### src/hw/rtl/aie_pkg.sv
// shared types and codes of the integer execute unit
package aie_pkg;

	localparam logic [5:0] OP_ADD_IMM  = 6'd1;
	localparam logic [5:0] OP_ADDS_IMM = 6'd2;
	localparam logic [5:0] OP_SUB_IMM  = 6'd3;
	localparam logic [5:0] OP_SUBS_IMM = 6'd4;
	localparam logic [5:0] OP_ADD_REG  = 6'd5;
	localparam logic [5:0] OP_ADDS_REG = 6'd6;
	localparam logic [5:0] OP_SUB_REG  = 6'd7;
	localparam logic [5:0] OP_SUBS_REG = 6'd8;
	localparam logic [5:0] OP_AND      = 6'd9;
	localparam logic [5:0] OP_BIC      = 6'd13;
	localparam logic [5:0] OP_BICS     = 6'd16;
	localparam logic [5:0] OP_AND_IMM  = 6'd17;
	localparam logic [5:0] OP_EOR_IMM  = 6'd19;
	localparam logic [5:0] OP_ANDS_IMM = 6'd20;
	localparam logic [5:0] OP_SBFM     = 6'd21;
	localparam logic [5:0] OP_BFM      = 6'd22;
	localparam logic [5:0] OP_UBFM     = 6'd23;
	localparam logic [5:0] OP_MOVN     = 6'd24;
	localparam logic [5:0] OP_MOVZ     = 6'd25;
	localparam logic [5:0] OP_MOVK     = 6'd26;
	localparam logic [5:0] OP_ADR      = 6'd27;
	localparam logic [5:0] OP_ADRP     = 6'd28;
	localparam logic [5:0] OP_CSEL     = 6'd29;
	localparam logic [5:0] OP_CSINC    = 6'd30;
	localparam logic [5:0] OP_CSINV    = 6'd31;
	localparam logic [5:0] OP_CSNEG    = 6'd32;
	localparam logic [5:0] OP_UDIV     = 6'd33;
	localparam logic [5:0] OP_SDIV     = 6'd34;
	localparam logic [5:0] OP_LSLV     = 6'd35;
	localparam logic [5:0] OP_RORV     = 6'd38;
	localparam logic [5:0] OP_B        = 6'd39;
	localparam logic [5:0] OP_BL       = 6'd40;
	localparam logic [5:0] OP_BR       = 6'd41;
	localparam logic [5:0] OP_BLR      = 6'd42;
	localparam logic [5:0] OP_RET      = 6'd43;
	localparam logic [5:0] OP_BCOND    = 6'd44;
	localparam logic [5:0] OP_CBZ      = 6'd45;
	localparam logic [5:0] OP_CBNZ     = 6'd46;
	localparam logic [5:0] OP_TBZ      = 6'd47;
	localparam logic [5:0] OP_TBNZ     = 6'd48;
	localparam logic [5:0] OP_SVC      = 6'd49;

	localparam logic [1:0] SH_LSL = 2'd0;
	localparam logic [1:0] SH_LSR = 2'd1;
	localparam logic [1:0] SH_ASR = 2'd2;
	localparam logic [1:0] SH_ROR = 2'd3;

	localparam logic [4:0] REG_ZR_SP = 5'd31;
	localparam logic [4:0] REG_LINK  = 5'd30;

	typedef struct packed {
		logic [3:0]  condition;
		logic [63:0] field_top_mask;
		logic [63:0] field_write_mask;
		logic [5:0]  bit_index;
		logic [5:0]  shift_amount;
		logic [1:0]  shift_kind;
		logic [63:0] immediate;
		logic [4:0]  second_reg;
		logic [4:0]  first_reg;
		logic [4:0]  dest_reg;
		logic        is_64bit;
		logic [5:0]  op;
	} instr_t;

	// classified request as it waits in the queue
	typedef struct packed {
		instr_t ins;
		logic   is_div;
		logic   rd_on_b;
	} queue_entry_t;

	typedef struct packed {
		logic        stop_code;
		logic [63:0] next_pc;
		logic [3:0]  flags;
		logic [63:0] written_value;
		logic [4:0]  written_reg;
		logic        write_valid;
	} result_t;

endpackage

### src/hw/rtl/aie_front.sv
// front end: accepts requests, classifies them and queues them for the back end
module aie_front import aie_pkg::*; (
	input  logic         clk,
	input  logic         arst_n,
	input  logic         in_valid,
	output logic         in_ready,
	input  instr_t       in_ins,
	output logic         q_valid,
	input  logic         q_pop,
	output queue_entry_t q_head
);

	queue_entry_t q_mem [2];
	logic         wr_ptr_q;
	logic         rd_ptr_q;
	logic [1:0]   count_q;
	queue_entry_t new_entry;
	logic         push;

	always_comb begin
		new_entry.ins     = in_ins;
		new_entry.is_div  = (in_ins.op == OP_UDIV) || (in_ins.op == OP_SDIV);
		// bitfield insert and keep-move read the destination on port b
		new_entry.rd_on_b = (in_ins.op == OP_BFM) || (in_ins.op == OP_MOVK);
	end

	assign in_ready = (count_q != 2'd2);
	assign push     = in_valid && in_ready;
	assign q_valid  = (count_q != 2'd0);
	assign q_head   = q_mem[rd_ptr_q];

	always_ff @(posedge clk) begin
		if (push) begin
			q_mem[wr_ptr_q] <= new_entry;
		end
	end

	always_ff @(posedge clk or negedge arst_n) begin
		if (!arst_n) begin
			wr_ptr_q <= 1'b0;
			rd_ptr_q <= 1'b0;
			count_q  <= 2'd0;
		end else begin
			if (push) begin
				wr_ptr_q <= ~wr_ptr_q;
			end
			if (q_pop) begin
				rd_ptr_q <= ~rd_ptr_q;
			end
			count_q <= count_q + {1'b0, push} - {1'b0, q_pop};
		end
	end

endmodule

### config.mk
export PLATFORM = sky130hd
export DESIGN_NAME = aie_front
export DESIGN_NICKNAME = d
export VERILOG_FILES = /design/src/hw/rtl/aie_pkg.sv /design/src/hw/rtl/aie_front.sv
export SDC_FILE = /design/constraint.sdc
export NUM_CORES = 1
export LEC_CHECK = 0
export BUFFER_PORTS_ARGS = -buffer_cell sky130_fd_sc_hd__buf_2
export CAP_MARGIN = 15
export CORE_MARGIN = 2
export CORE_UTILIZATION = 50
export CTS_BUF_LIST = sky130_fd_sc_hd__clkbuf_8
export CTS_CLUSTER_DIAMETER = 60
export DETAILED_ROUTE_END_ITERATION = 16
export HOLD_SLACK_MARGIN = 0.02
export PLACE_DENSITY = 0.76
export SLEW_MARGIN = 20
export SYNTH_ARGS = -nofsm -noshare
export SYNTH_HDL_FRONTEND = slang
export SYNTH_SLANG_ARGS = --single-unit
### constraint.sdc
create_clock -name clk -period 13.87 [get_ports clk]
set_clock_uncertainty 0.05 [all_clocks]
set_input_delay 2.0805 -clock clk [delete_from_list [all_inputs] [get_ports clk]]
set_output_delay 2.0805 -clock clk [all_outputs]
set_load 0.005 [all_outputs]
==> results.cfg <==
[sta]
hold_viol = 0
slew_headroom_pct = 29.6
setup_slack_ns = 8.61
worst_pin_slew_ns = 1.06
rsz0062_at_grt = no
fin_crit_ns = 5.26
setup_viol = 0
slew_viol_final = 0
period_share_pct = 37.9
fin_hold_ws_ns = 0.504
tns_ns = 0
fmax_mhz = 190

[finish]
area_delta_synth_final_pct = 23.9
drive_gt1_share_pct = 60.9
nets = 1519
final_common_cell = buf_2
final_cell_mix = 471 x buf_2, 468 x edfxtp_1, 150 x mux2_4

[synth]
synthSimpleGateAreaFrac_pct = 0.346
synth_top_cell_area_share_pct = 79.2
synth_xor_area_share_pct = 0.296
synth_top_family_by_area = multiplexers
synth-seq-cells = 472
synth_warnings = 0
seq_area_frac_synth_pct = 79.8
synth_nets = 988
synthAdderAreaFrac_pct = 0.0705
yosys.area.top_type = edfxtp_1
synth_mux_area_share_pct = 18.0
synth_compound_area_share_pct = 0.0847
synth_area_per_cell_um2 = 23.6
synth_area_um2 = 17700
syn-instance-count = 751
synth_cell_types = 19
synthTopCellsByArea = edfxtp_1 79%, mux2_4 13%, mux2_2 5.3%, buf_6 1.1%, dfrtp_1 0.56%

[pwr]
p_per_area_nw_per_um2 = 205
totalPowerFinal_mw = 4.50
p_leak_nw = 8.71
vdd.ir_drop.worst_mv = 0.194

[hold_path]
hold_path.class = reg -> reg
whs_path_depth = 1
hold_end = count_q[0]
hold_start = count_q[0]

[clock_tree]
cts_setup_buffers = 0
ctsResizeCount = 0
path_clk_slew_ns = 0.06
cts.root.buffer_cell = clkbuf_8
worstSkewPairLatency_ns = 0.60
htree_levels = 3
cts_tree = done
cts_made_buffers = 76
postCtsHoldBufs = 0
ctsLongestPathBuffers = 3
cts_sinks = 472

[detailed_routing]
drt_iter0_markers = 499
viasPerCell = 4.96
drt-total-wl_mm = 36.0
antenna_left = 0
via_count = 8974
route.detailed.drc = 0
wl_per_cell_um = 19.9
drtPass1Iterations = 6

[critical_path]
arrival_ns = 3.13
r2r-end = q_mem[0][77]
startpoint_type = flop
r2r_cells = 5
rrSetupSlack_ns = 10.28
cp.required_ns = 11.74
cp-end-kind = output pin
crit_fanout = 62
r2r-start = count_q[0]
critPathKind = reg -> out

[grt]
antenna_found_initial = 14
grt_pass1_vias = 9286
grt_usage_pct = 18.7
grt_max_degree = 122
grt_overflow = 0
grt_pass1_wl_mm = 51.1

[floorplan]
die_h_um = 192
rows = 68
start_util_pct = 51.1
coreArea_um2 = 34700
fp.dieArea_um2 = 37000
die_w_um = 192
ios = 472

[place]
pre_cts_slack_ns = 8.60
hpwl_mm = 24.1
place.gp.congestion = 0.778
port_buffers = 471

[job]
maxCapViolations = 0

[outcome]
status = completed
## synthesized netlist by cell type
cell type and n:
dfrtp_1 4, nor4_1 1, a21bo_2 1, nand2_1 1, buf_6 18, mux2_2 84, nand2b_1 2, edfxtp_1 468
nor2_1 2, xor2_1 1, mux2_4 150, nor3b_1 1, ha_1 1, nand4bb_1 1, or2_2 1, and3_1 1
buf_2 8, a21oi_1 1, xnor2_1 5
## through the flow
step | std cells | cell area, um2 | utilization [%]
4_1_cts | 1797 | 21900 | 63.2
5_1_grt | 1804 | 22000 | 63.3
3_3_place_gp | 1659 | 20500 | 59.1
6_report | 1808 | 22000 | 63.3
2_1_floorplan | 751 | 17700 | -
3_5_place_dp | 1659 | 20500 | 59.1
## layout make-up
type,instances,area [um2]
Multi-Input combinational cell,253,3350
Antenna cell,11,27.5
Sequential cell,472,14200
Timing Repair Buffer,479,2430
Fill cell,2471,12700
Tap cell,455,569
Clock buffer,80,1100
Clock inverter,58,333
## flip-flops by register name, summed over array words and instances (netlist names)
name / count
count_q: 2
q_mem: 468
rd_ptr_q: 1
wr_ptr_q: 1
## worst max-delay path by stage
stage          startpoint       endpoint  slack (ns)  cells past startpoint
6_report         rd_ptr_q     q_head[53]        8.61                      3
2_1_floorplan    in_valid    q_mem[0][0]        1.11                      2
3_3_place_gp     in_valid  q_mem[0][148]        8.63                      5
3_5_place_dp     in_valid   q_mem[0][64]        8.60                      5
5_1_grt          rd_ptr_q    q_head[225]        8.44                      3
4_1_cts          rd_ptr_q     q_head[53]        8.51                      3
## layer usage
metal  wire length (um)  global-route usage (%)  vias up
li1                   -                       -     4102
met1              12800                    19.7     4393
met2              18900                    32.6      386
met3               3120                    6.69       85
met4               1210                    10.2        8
met5                 55                       0        -
## power breakdown
part           internal [mW]  switching, mW  total [mW]
Sequential              1.95          0.107        2.06
Combinational          0.697          0.630        1.33
Clock                  0.592          0.516        1.11
## cell families (layout without fill, tap and decap cells)
logic type               Yosys count  after routing
multiplexers                     234            234
flip-flops                       472            472
AO/OA/AOI/OAI                      2              2
AND/OR/NAND/NOR                   10             10
XOR/XNOR                           6              6
other                              0             11
adder cells (fa/ha/maj)            1              1
buffers and inverters             26            617
## worst max-delay path, cell delays in order, from the launching register on
cell,delay (ns)
dfrtp_4,0.97
buf_4,0.89
mux2_2,0.45
buf_2,0.13
Power figures use the tool's default switching activity.
